### config.mk
export PLATFORM = sky130hd
export DESIGN_NAME = pgn_movetext_tokenizer_core
export DESIGN_NICKNAME = d
export VERILOG_FILES = /design/src/pmt_pkg.sv /design/src/pmt_lexer.sv /design/src/pmt_result_fifo.sv /design/src/pgn_movetext_tokenizer_core.sv
export SDC_FILE = /design/constraint.sdc
export NUM_CORES = 1
export LEC_CHECK = 0
export ABC_CLOCK_PERIOD_IN_PS = 5800
export BUFFER_PORTS_ARGS = -buffer_cell sky130_fd_sc_hd__buf_2
export CAP_MARGIN = 20
export CORE_MARGIN = 1.5
export CORE_UTILIZATION = 50
export DETAILED_ROUTE_END_ITERATION = 12
export PLACE_DENSITY = 0.66
export SLEW_MARGIN = 20
export SYNTH_ARGS = -nofsm -noshare
export SYNTH_HDL_FRONTEND = slang
export SYNTH_SLANG_ARGS = --single-unit
### constraint.sdc
create_clock -name clk_i -period 5.8 [get_ports clk_i]
set_input_delay 1.74 -clock clk_i [delete_from_list [all_inputs] [get_ports clk_i]]
set_output_delay 1.74 -clock clk_i [all_outputs]
set_load 0.05 [all_outputs]
### src/pmt_pkg.sv
// shared types and constants of the pgn movetext tokenizer
package pmt_pkg;

  typedef enum logic [2:0] {
    MODE_SEEK,
    MODE_TOKEN,
    MODE_BRACE,
    MODE_LINE,
    MODE_VAR,
    MODE_VAR_BRACE,
    MODE_VAR_LINE,
    MODE_DASH
  } pmt_mode_e;

  typedef enum logic [1:0] {
    CAUSE_RUN      = 2'd0,
    CAUSE_TEXT_END = 2'd1,
    CAUSE_STRAY    = 2'd2,
    CAUSE_UNCLOSED = 2'd3
  } pmt_cause_e;

  typedef struct packed {
    logic [7:0] move_char;
    logic       char_valid;
    logic       token_first;
    logic       token_final;
    logic       section_done;
    pmt_cause_e stop_cause;
  } pmt_result_t;

  // results of one byte: count is 0, 1 or 2, res0 filled first
  typedef struct packed {
    logic [1:0]  count;
    pmt_result_t res0;
    pmt_result_t res1;
  } pmt_step_t;

  localparam int unsigned ResDepth = 4;
  localparam int unsigned ResPtrW  = 2;
  localparam int unsigned ResCntW  = 3;

endpackage

### src/pmt_lexer.sv
// scan state and per-byte token logic of the movetext tokenizer
module pmt_lexer #(
  parameter int unsigned MAX_NEST = 15
) (
  input  logic              clk_i,
  input  logic              rst_ni,
  input  logic              step_i,
  input  logic [7:0]        byte_i,
  input  logic              last_i,
  output pmt_pkg::pmt_step_t step_o
);

  localparam int unsigned DepthW = $clog2(MAX_NEST + 1);
  localparam logic [DepthW-1:0] MaxNestD = DepthW'(MAX_NEST);

  localparam logic [7:0] ChBraceOpen  = 8'h7B;
  localparam logic [7:0] ChBraceClose = 8'h7D;
  localparam logic [7:0] ChSemi       = 8'h3B;
  localparam logic [7:0] ChParOpen    = 8'h28;
  localparam logic [7:0] ChParClose   = 8'h29;
  localparam logic [7:0] ChDollar     = 8'h24;
  localparam logic [7:0] ChDash       = 8'h2D;
  localparam logic [7:0] ChDot        = 8'h2E;
  localparam logic [7:0] ChSpace      = 8'h20;
  localparam logic [7:0] ChTab        = 8'h09;
  localparam logic [7:0] ChNewline    = 8'h0A;
  localparam logic [7:0] ChNul        = 8'h00;

  function automatic logic is_gap(input logic [7:0] c);
    return (c >= 8'h30 && c <= 8'h39) || c == ChDot || c == ChDollar ||
           c == ChNewline || c == ChSpace;
  endfunction

  function automatic logic is_move_start(input logic [7:0] c);
    return (c >= 8'h61 && c <= 8'h68) || c == 8'h4B || c == 8'h51 ||
           c == 8'h52 || c == 8'h42 || c == 8'h4E || c == 8'h4F;
  endfunction

  function automatic logic is_token_end(input logic [7:0] c);
    return c == ChSpace || c == ChTab || c == ChNewline || c == ChNul;
  endfunction

  function automatic pmt_pkg::pmt_result_t mk_char(input logic [7:0] c, input logic first,
                                                   input logic final_c);
    pmt_pkg::pmt_result_t r;
    r              = '0;
    r.move_char    = c;
    r.char_valid   = 1'b1;
    r.token_first  = first;
    r.token_final  = final_c;
    r.stop_cause   = pmt_pkg::CAUSE_RUN;
    return r;
  endfunction

  function automatic pmt_pkg::pmt_result_t mk_done(input pmt_pkg::pmt_cause_e cause);
    pmt_pkg::pmt_result_t r;
    r              = '0;
    r.section_done = 1'b1;
    r.stop_cause   = cause;
    return r;
  endfunction

  pmt_pkg::pmt_mode_e mode_q, mode_d;
  logic [DepthW-1:0]  depth_q, depth_d;
  logic [7:0]         held_q, held_d;
  logic               two_q, two_d;     // token holds at least two characters
  logic               start_q, start_d;
  logic               stopped_q, stopped_d;
  logic               pend_q, pend_d;   // held character opens its token

  pmt_pkg::pmt_step_t  st;
  pmt_pkg::pmt_result_t fin;
  logic                stray;
  logic [DepthW-1:0]   depth_dec;

  always_comb begin
    mode_d    = mode_q;
    depth_d   = depth_q;
    held_d    = held_q;
    two_d     = two_q;
    start_d   = start_q;
    stopped_d = stopped_q;
    pend_d    = pend_q;
    st        = '0;
    fin       = '0;
    stray     = 1'b0;
    depth_dec = (depth_q != '0) ? depth_q - 1'b1 : depth_q;

    if (stopped_q) begin
      if (last_i) begin
        stopped_d = 1'b0;
        start_d   = 1'b1;
      end
    end else if (start_q) begin
      start_d = 1'b0;
      if (last_i) begin
        st.count = 2'd1;
        st.res0  = mk_done(pmt_pkg::CAUSE_TEXT_END);
        start_d  = 1'b1;
      end
    end else begin
      case (mode_q)
        pmt_pkg::MODE_SEEK: begin
          if (is_gap(byte_i)) begin
          end else if (byte_i == ChDash) begin
            mode_d = pmt_pkg::MODE_DASH;
            held_d = byte_i;
            two_d  = 1'b0;
            pend_d = 1'b1;
          end else if (is_move_start(byte_i)) begin
            mode_d = pmt_pkg::MODE_TOKEN;
            held_d = byte_i;
            two_d  = 1'b0;
            pend_d = 1'b1;
          end else if (byte_i == ChBraceOpen) begin
            mode_d = pmt_pkg::MODE_BRACE;
          end else if (byte_i == ChSemi) begin
            mode_d = pmt_pkg::MODE_LINE;
          end else if (byte_i == ChParOpen) begin
            mode_d  = pmt_pkg::MODE_VAR;
            depth_d = DepthW'(1);
          end else begin
            stray = 1'b1;
          end
        end
        pmt_pkg::MODE_DASH: begin
          if (byte_i == ChDash) begin
            st.count = 2'd1;
            st.res0  = mk_char(held_q, 1'b1, 1'b0);
            held_d   = byte_i;
            two_d    = 1'b1;
            pend_d   = 1'b0;
            mode_d   = pmt_pkg::MODE_TOKEN;
          end else begin
            stray = 1'b1;
          end
        end
        pmt_pkg::MODE_TOKEN: begin
          st.count = 2'd1;
          if (two_q && is_token_end(byte_i)) begin
            st.res0 = mk_char(held_q, pend_q, 1'b1);
            mode_d  = pmt_pkg::MODE_SEEK;
            held_d  = '0;
            two_d   = 1'b0;
            pend_d  = 1'b0;
          end else begin
            st.res0 = mk_char(held_q, pend_q, 1'b0);
            held_d  = byte_i;
            two_d   = 1'b1;
            pend_d  = 1'b0;
          end
        end
        pmt_pkg::MODE_BRACE: begin
          if (byte_i == ChBraceClose) mode_d = pmt_pkg::MODE_SEEK;
        end
        pmt_pkg::MODE_LINE: begin
          if (byte_i == ChNewline) mode_d = pmt_pkg::MODE_SEEK;
        end
        pmt_pkg::MODE_VAR: begin
          if (byte_i == ChParOpen) begin
            if (depth_q < MaxNestD) depth_d = depth_q + 1'b1;
          end else if (byte_i == ChParClose) begin
            depth_d = depth_dec;
            if (depth_dec == '0) mode_d = pmt_pkg::MODE_SEEK;
          end else if (byte_i == ChBraceOpen) begin
            mode_d = pmt_pkg::MODE_VAR_BRACE;
          end else if (byte_i == ChSemi) begin
            mode_d = pmt_pkg::MODE_VAR_LINE;
          end
        end
        pmt_pkg::MODE_VAR_BRACE: begin
          if (byte_i == ChBraceClose) mode_d = pmt_pkg::MODE_VAR;
        end
        pmt_pkg::MODE_VAR_LINE: begin
          if (byte_i == ChNewline) mode_d = pmt_pkg::MODE_VAR;
        end
        default: begin
          mode_d = pmt_pkg::MODE_SEEK;
        end
      endcase

      if (stray) begin
        // stop early: later bytes are dropped until the end of the section
        st.count  = 2'd1;
        st.res0   = mk_done(pmt_pkg::CAUSE_STRAY);
        stopped_d = !last_i;
        start_d   = last_i;
      end else if (last_i) begin
        case (mode_d)
          pmt_pkg::MODE_TOKEN: begin
            if (two_d) begin
              fin              = mk_char(held_d, pend_d, 1'b1);
              fin.section_done = 1'b1;
              fin.stop_cause   = pmt_pkg::CAUSE_TEXT_END;
            end else begin
              fin = mk_done(pmt_pkg::CAUSE_TEXT_END);
            end
          end
          pmt_pkg::MODE_DASH: fin = mk_done(pmt_pkg::CAUSE_STRAY);
          pmt_pkg::MODE_SEEK: fin = mk_done(pmt_pkg::CAUSE_TEXT_END);
          default:            fin = mk_done(pmt_pkg::CAUSE_UNCLOSED);
        endcase
        if (st.count == 2'd0) begin
          st.res0  = fin;
          st.count = 2'd1;
        end else begin
          st.res1  = fin;
          st.count = 2'd2;
        end
        start_d = 1'b1;
      end
    end

    // re-arm for the next section, also after an early stop
    if (last_i) begin
      mode_d  = pmt_pkg::MODE_SEEK;
      depth_d = '0;
      held_d  = '0;
      two_d   = 1'b0;
      pend_d  = 1'b0;
    end
  end

  assign step_o = st;

  always_ff @(posedge clk_i or negedge rst_ni) begin
    if (!rst_ni) begin
      mode_q    <= pmt_pkg::MODE_SEEK;
      depth_q   <= '0;
      held_q    <= '0;
      two_q     <= 1'b0;
      start_q   <= 1'b1;
      stopped_q <= 1'b0;
      pend_q    <= 1'b0;
    end else if (step_i) begin
      mode_q    <= mode_d;
      depth_q   <= depth_d;
      held_q    <= held_d;
      two_q     <= two_d;
      start_q   <= start_d;
      stopped_q <= stopped_d;
      pend_q    <= pend_d;
    end
  end

  a_stopped_silent: assert property (@(posedge clk_i) disable iff (!rst_ni)
    stopped_q |-> st.count == 2'd0)
    else $error("stopped section produced a result");

  a_second_is_final: assert property (@(posedge clk_i) disable iff (!rst_ni)
    st.count == 2'd2 |-> st.res1.section_done && !st.res0.section_done)
    else $error("second result of a byte is not the section end");

  a_depth_in_var: assert property (@(posedge clk_i) disable iff (!rst_ni)
    (mode_q == pmt_pkg::MODE_VAR) |-> depth_q != '0)
    else $error("variation open with zero depth");

endmodule

### src/pmt_result_fifo.sv
// small result queue: up to two writes and one read per cycle
module pmt_result_fifo (
  input  logic                            clk_i,
  input  logic                            rst_ni,
  input  logic [1:0]                      wr_n_i,
  input  pmt_pkg::pmt_result_t            wr0_i,
  input  pmt_pkg::pmt_result_t            wr1_i,
  input  logic                            pop_i,
  output pmt_pkg::pmt_result_t            head_o,
  output logic [pmt_pkg::ResCntW-1:0]     count_o
);

  pmt_pkg::pmt_result_t              mem_q [pmt_pkg::ResDepth];
  logic [pmt_pkg::ResPtrW-1:0]       wr_ptr_q, wr_ptr_d;
  logic [pmt_pkg::ResPtrW-1:0]       rd_ptr_q, rd_ptr_d;
  logic [pmt_pkg::ResCntW-1:0]       count_q, count_d;
  logic [pmt_pkg::ResPtrW-1:0]       wr_ptr_nx;

  assign wr_ptr_nx = wr_ptr_q + 1'b1;

  always_comb begin
    wr_ptr_d = wr_ptr_q + wr_n_i;
    rd_ptr_d = rd_ptr_q + pmt_pkg::ResPtrW'(pop_i);
    count_d  = count_q + pmt_pkg::ResCntW'(wr_n_i) - pmt_pkg::ResCntW'(pop_i);
  end

  always_ff @(posedge clk_i) begin
    if (wr_n_i != 2'd0) mem_q[wr_ptr_q]  <= wr0_i;
    if (wr_n_i == 2'd2) mem_q[wr_ptr_nx] <= wr1_i;
  end

  always_ff @(posedge clk_i or negedge rst_ni) begin
    if (!rst_ni) begin
      wr_ptr_q <= '0;
      rd_ptr_q <= '0;
      count_q  <= '0;
    end else begin
      wr_ptr_q <= wr_ptr_d;
      rd_ptr_q <= rd_ptr_d;
      count_q  <= count_d;
    end
  end

  assign head_o  = mem_q[rd_ptr_q];
  assign count_o = count_q;

  a_no_overflow: assert property (@(posedge clk_i) disable iff (!rst_ni)
    (count_q + pmt_pkg::ResCntW'(wr_n_i)) <= pmt_pkg::ResCntW'(pmt_pkg::ResDepth)
      + pmt_pkg::ResCntW'(pop_i))
    else $error("result queue overflow");

endmodule

### src/pgn_movetext_tokenizer_core.sv
// pgn movetext tokenizer: top level with input stage and result queue
//
// Slave stream s_axis carries one movetext byte per request, tlast on the
// final byte of a game's section. Master stream m_axis carries one result
// per request: a token character with first/final marks in tuser, and
// tlast (section_done) with the stop cause on the result that ends a section.
// A byte is registered in the input stage, decoded against the scan state once
// the queue has room and its results written to a four-entry queue, so the
// first result is offered on m_axis from the queue, after the input stage.
// Throughput is one byte per cycle; the stage moves on when the queue has
// room for two results, which is what the final byte of a section may give.
// Bytes that give no result (blanks, comments, variations) still take a scan step.
// Reset clears the queue and arms the scan for the start of a new section.
// When the receiver stalls the queue fills and tready drops; nothing is lost.
module pgn_movetext_tokenizer_core #(
  parameter int unsigned MAX_NEST = 15
) (
  input  logic        clk_i,
  input  logic        rst_ni,
  input  logic        s_axis_tvalid,
  output logic        s_axis_tready,
  input  logic [7:0]  s_axis_tdata,   // [7:0] text_byte
  input  logic        s_axis_tlast,   // section_last
  output logic        m_axis_tvalid,
  input  logic        m_axis_tready,
  output logic [15:0] m_axis_tdata,   // [7:0] move_char, [9:8] stop_cause, rest zero
  output logic [2:0]  m_axis_tuser,   // [0] char_valid, [1] token_first, [2] token_final
  output logic        m_axis_tlast    // section_done
);

  logic                             stg_valid_q;
  logic [7:0]                       stg_byte_q;
  logic                             stg_last_q;
  logic                             advance;
  logic                             s_take;
  logic                             pop;
  logic [pmt_pkg::ResCntW-1:0]      q_count;
  logic [1:0]                       wr_n;
  pmt_pkg::pmt_step_t               step;
  pmt_pkg::pmt_result_t             head;

  assign advance       = stg_valid_q &&
                         (q_count <= pmt_pkg::ResCntW'(pmt_pkg::ResDepth - 2));
  assign s_axis_tready = !stg_valid_q || advance;
  assign s_take        = s_axis_tvalid && s_axis_tready;

  always_ff @(posedge clk_i or negedge rst_ni) begin
    if (!rst_ni) begin
      stg_valid_q <= 1'b0;
    end else if (s_axis_tready) begin
      stg_valid_q <= s_axis_tvalid;
    end
  end

  always_ff @(posedge clk_i) begin
    if (s_take) begin
      stg_byte_q <= s_axis_tdata;
      stg_last_q <= s_axis_tlast;
    end
  end

  pmt_lexer #(
    .MAX_NEST (MAX_NEST)
  ) u_lexer (
    .clk_i  (clk_i),
    .rst_ni (rst_ni),
    .step_i (advance),
    .byte_i (stg_byte_q),
    .last_i (stg_last_q),
    .step_o (step)
  );

  assign wr_n = advance ? step.count : 2'd0;

  pmt_result_fifo u_result_fifo (
    .clk_i   (clk_i),
    .rst_ni  (rst_ni),
    .wr_n_i  (wr_n),
    .wr0_i   (step.res0),
    .wr1_i   (step.res1),
    .pop_i   (pop),
    .head_o  (head),
    .count_o (q_count)
  );

  assign m_axis_tvalid = q_count != '0;
  assign pop           = m_axis_tvalid && m_axis_tready;
  assign m_axis_tdata  = {6'd0, head.stop_cause, head.move_char};
  assign m_axis_tuser  = {head.token_final, head.token_first, head.char_valid};
  assign m_axis_tlast  = head.section_done;

endmodule
==> flow_metrics.env <==
export IMPL_clock_skew_final_ns=0.00938
export IMPL_instances_no_fill=706
export IMPL_ff2ff_path_depth=12
export IMPL_grt_max_degree=31
export IMPL_die_x_um=109
export IMPL_placed_area_mm2=0.00579
export IMPL_cts_root_buf="clkbuf_8"
export IMPL_critPathSlowestCell="a21boi_2"
export IMPL_utilization=0.555
export IMPL_status="finished, final reports clean"
export IMPL_worstPathCellList="nor2_1 > nand3_1 > nor2_1 > nor2_1 > inv_1 > ha_1 > nand4_1 > nor3_1 > a21boi_2 > a21oi_1 > o31ai_2 > buf_4"
export IMPL_h_tree_depth=3
export IMPL_synth_top_cell_area_share=0.349
export IMPL_synth_ff_type="edfxtp_1"
export IMPL_cts_tree="built"
export IMPL_initial_core_util=0.514
export IMPL_grt_usage=0.249
export IMPL_holdCritPathClass="flip-flop to flip-flop"
export IMPL_postSynthAreaPerCell_um2=10.1
export IMPL_wire_per_inst_um=19.3
export IMPL_start_kind="flip-flop"
export IMPL_synth_edf_count=65
export IMPL_min_period_ns=4.11
export IMPL_fin_nets=584
export IMPL_wl_met1_um=5940
export IMPL_ys_seq_area_frac=0.470
export IMPL_drive_above_1_share=0.159
export IMPL_clk_latency_ns=0.37
export IMPL_report_final_hold_viol_count=0
export IMPL_pin_count=35
export IMPL_clock_sinks=92
export IMPL_synthTopCellsByArea="edfxtp_1 35%, dfrtp_1 12%, mux4_2 5.6%, o21ai_0 5.2%, nand3_1 3.8%"
export IMPL_design_area_mm2=0.00605
export IMPL_p_sw_mw=1.10
export IMPL_critPathMostFrequentCell="nor2_1"
export IMPL_rsz0062_at_grt="false"
export IMPL_gp_congestion=0.975
export IMPL_grt_pass1_vias=4225
export IMPL_setup_viol=0
export IMPL_critPathKind="flip-flop to flip-flop"
export IMPL_antenna_found_initial=0
export IMPL_ctsHoldBuffers=0
export IMPL_place_ws_ns=1.76
export IMPL_via_per_inst=6.38
export IMPL_r2r_start="stg_byte_q[1]$_DFFE_PP_"
export IMPL_p_leak_nw=2.20
export IMPL_cts_buffer_depth=2
export IMPL_pwr_share_seq=0.400
export IMPL_cts_setup_buffers=0
export IMPL_cp_max_fo=19
export IMPL_synth_cell_types=84
export IMPL_async_flop_share=0.293
export IMPL_highest_layer="met4"
export IMPL_ys_warn_count=0
export IMPL_fillCellCount=953
export IMPL_area_delta_synth_final_pct=8.12
export IMPL_drt_total_wl_um=13600
export IMPL_vias=4502
export IMPL_arrival_ns=4.17
export IMPL_power_density_mw_per_mm2=426
export IMPL_wl_met2_um=6460
export IMPL_maxCapViolCount=0
export IMPL_ir_worst_vdd_v=0.000219
export IMPL_p_int_mw=1.47
export IMPL_fp_row_count=38
export IMPL_critPathCaptureType="flip-flop"
export IMPL_place_inst=690
export IMPL_cp_startpoint="stg_byte_q[1]$_DFFE_PP_"
export IMPL_hpwl_um=9700
export IMPL_max_freq_ghz=0.244
export IMPL_synth_cells=551
export IMPL_reg2reg_to="u_result_fifo.mem_q[0][8]$_DFFE_PP_"
export IMPL_period_share=0.708
export IMPL_total_power_mw=2.58
export IMPL_drt_pass1_iter_count=5
export IMPL_path_clk_slew_ns=0.09
export IMPL_max_stage_delay_ns=0.67
export IMPL_post_cts_resized=0
export IMPL_route_detailed_drc=0
export IMPL_cp_endpoint="u_result_fifo.mem_q[0][8]$_DFFE_PP_"
export IMPL_syn_cell_area_mm2=0.00559
export IMPL_grt_overflow_total=0
export IMPL_die_h_um=109
export IMPL_drt_iter0_markers=437
export IMPL_slew_viol_final=0
export IMPL_power_share_clock=0.210
export IMPL_grt_pass1_wl_um=22400
export IMPL_core_mm2=0.0109
export IMPL_hold_slack_ns=0.510
export IMPL_ant_nets=0
export IMPL_maxSlewHeadroom=0.330
export IMPL_ys_seq_elements=92
export IMPL_worstPathRequired_ns=5.86
export IMPL_num_antenna_cells=0
export IMPL_r2r_setup_slack_ns=1.69
export IMPL_dieArea_mm2=0.0118
export IMPL_setup_slack_ns=1.69
export IMPL_combPwrFrac=0.390
export IMPL_post_synth_top_area_cell="edfxtp_1"
export IMPL_port_buffers=28
export IMPL_setup_tns_ns=0
export IMPL_cts_buffers=9
export IMPL_netSwitchingFraction=0.428
export IMPL_tightest_slew_ns=0.994
export IMPL_wl_met3_um=910
how the worst min path moves through the flow:
stage | from | end | slack [ns] | depth (start not counted)
CTS | u_lexer.pend_q$_DFFE_PN0P_ | u_lexer.pend_q$_DFFE_PN0P_ | 0.52 | 1
global placement | u_result_fifo.count_o[2]$_DFF_PN0_ | u_result_fifo.count_o[2]$_DFF_PN0_ | 0.48 | 1
global route | u_lexer.pend_q$_DFFE_PN0P_ | u_lexer.pend_q$_DFFE_PN0P_ | 0.54 | 1
detailed placement | u_lexer.pend_q$_DFFE_PN0P_ | u_lexer.pend_q$_DFFE_PN0P_ | 0.50 | 1
finish | u_lexer.pend_q$_DFFE_PN0P_ | u_lexer.pend_q$_DFFE_PN0P_ | 0.51 | 1
floorplan | u_result_fifo.count_o[2]$_DFF_PN0_ | u_result_fifo.count_o[2]$_DFF_PN0_ | 0.46 | 1
worst max-delay path, delay by kind of cell, from the launching register on:
family,cells,cell delay [ns]
compound gates,3,0.88
simple gates,6,1.70
flops,1,0.64
buf+inv,2,0.40
fa+ha+maj,1,0.17
power by group through the flow:
stage,sequential [mW],combinational [mW],clock (mW)
2_1_floorplan,0.901,0.906,0
3_3_place_gp,1.04,0.994,0
3_5_place_dp,1.05,1.01,0
4_1_cts,1.03,1.01,0.551
5_1_grt,1.05,1.10,0.572
6_report,1.03,1.01,0.541
synth_stat cells (3+ instances only):
cell type  number
a21o_1          3
a21oi_1        29
a22o_1          5
a31oi_1         3
and2_1          5
and3_1          6
buf_2           7
buf_4           7
clkbuf_1       22
dfrtp_1        26
edfxtp_1       65
ha_1            9
inv_1          18
mux2_2          3
mux4_2         14
nand2_1        53
nand2b_1        8
nand3_1        43
nand3b_1        4
nand4_1        10
nor2_1         36
nor3_1         11
nor3b_1         3
o211ai_1        6
o21ai_0        58
o21ai_1         5
o22ai_1         9
o31ai_1         4
or3_1           5
or4_1           4
xnor2_1         4
xor2_1          4
routing by layer:
metal  vias up  track usage
met1      2158        0.346
met3        29       0.0460
met2       211        0.393
li1       2104            -
met5         -            0
met4         0       0.0827
layout by cell type, fill, tap and decap left out, drive strengths merged, types with 3 or more instances in the layout:
| cell | n |
|---|---|
| o211ai | 7 |
| mux2 | 3 |
| nor2 | 37 |
| a21oi | 30 |
| conb | 6 |
| buf | 32 |
| or3 | 6 |
| inv | 21 |
| mux4 | 14 |
| or4 | 5 |
| dfrtp | 26 |
| a21o | 3 |
| a2111oi | 3 |
| nor3 | 12 |
| o21ai | 64 |
| xor2 | 4 |
| and3 | 6 |
| bufinv | 3 |
| edfxtp | 65 |
| o22ai | 10 |
| nand2 | 53 |
| nor3b | 4 |
| clkbuf | 10 |
| o31ai | 5 |
| nand3 | 43 |
| ha | 9 |
| a31oi | 3 |
| a22o | 5 |
| o311ai | 3 |
| xnor2 | 4 |
| nand4 | 10 |
| nand2b | 8 |
| and2 | 6 |
| nand3b | 4 |
state kept, by name (all words and copies together) (netlist names):
name	cells
stg_byte_q	8
stg_last_q	1
stg_valid_q	1
u_lexer.depth_q	4
u_lexer.held_q	8
u_lexer.mode_q	3
u_lexer.pend_q	1
u_lexer.start_q	1
u_lexer.stopped_q	1
u_lexer.two_q	1
u_result_fifo.count_o	3
u_result_fifo.mem_q	56
u_result_fifo.rd_ptr_q	2
u_result_fifo.wr_ptr_q	2
cell type report:
type / count / area, um^2 / share of cell area
Clock buffer: 10 / 138 / 0.0228
Clock inverter: 6 / 116 / 0.0192
Inverter: 19 / 71.3 / 0.0118
Multi-Input combinational cell: 407 / 2750 / 0.454
Sequential cell: 92 / 2630 / 0.435
Tap cell: 140 / 175 / 0.0290
Timing Repair Buffer: 32 / 170 / 0.0281
cells by family (layout without fill, tap and decap cells):
logic type / after synthesis / in the layout / share of synthesized area
adders and majority gates: 10 / 10 / 0.0237
AOI/OAI and AO/OA: 161 / 161 / 0.197
muxes: 17 / 17 / 0.0624
DFF: 92 / 92 / 0.470
and+or+nand+nor: 205 / 205 / 0.188
xor gates and xnor gates: 8 / 8 / 0.0125
buffers and inverters: 57 / 67 / 0.0459
other: 1 / 6 / 0.000671
Power figures use the tool's default switching activity.
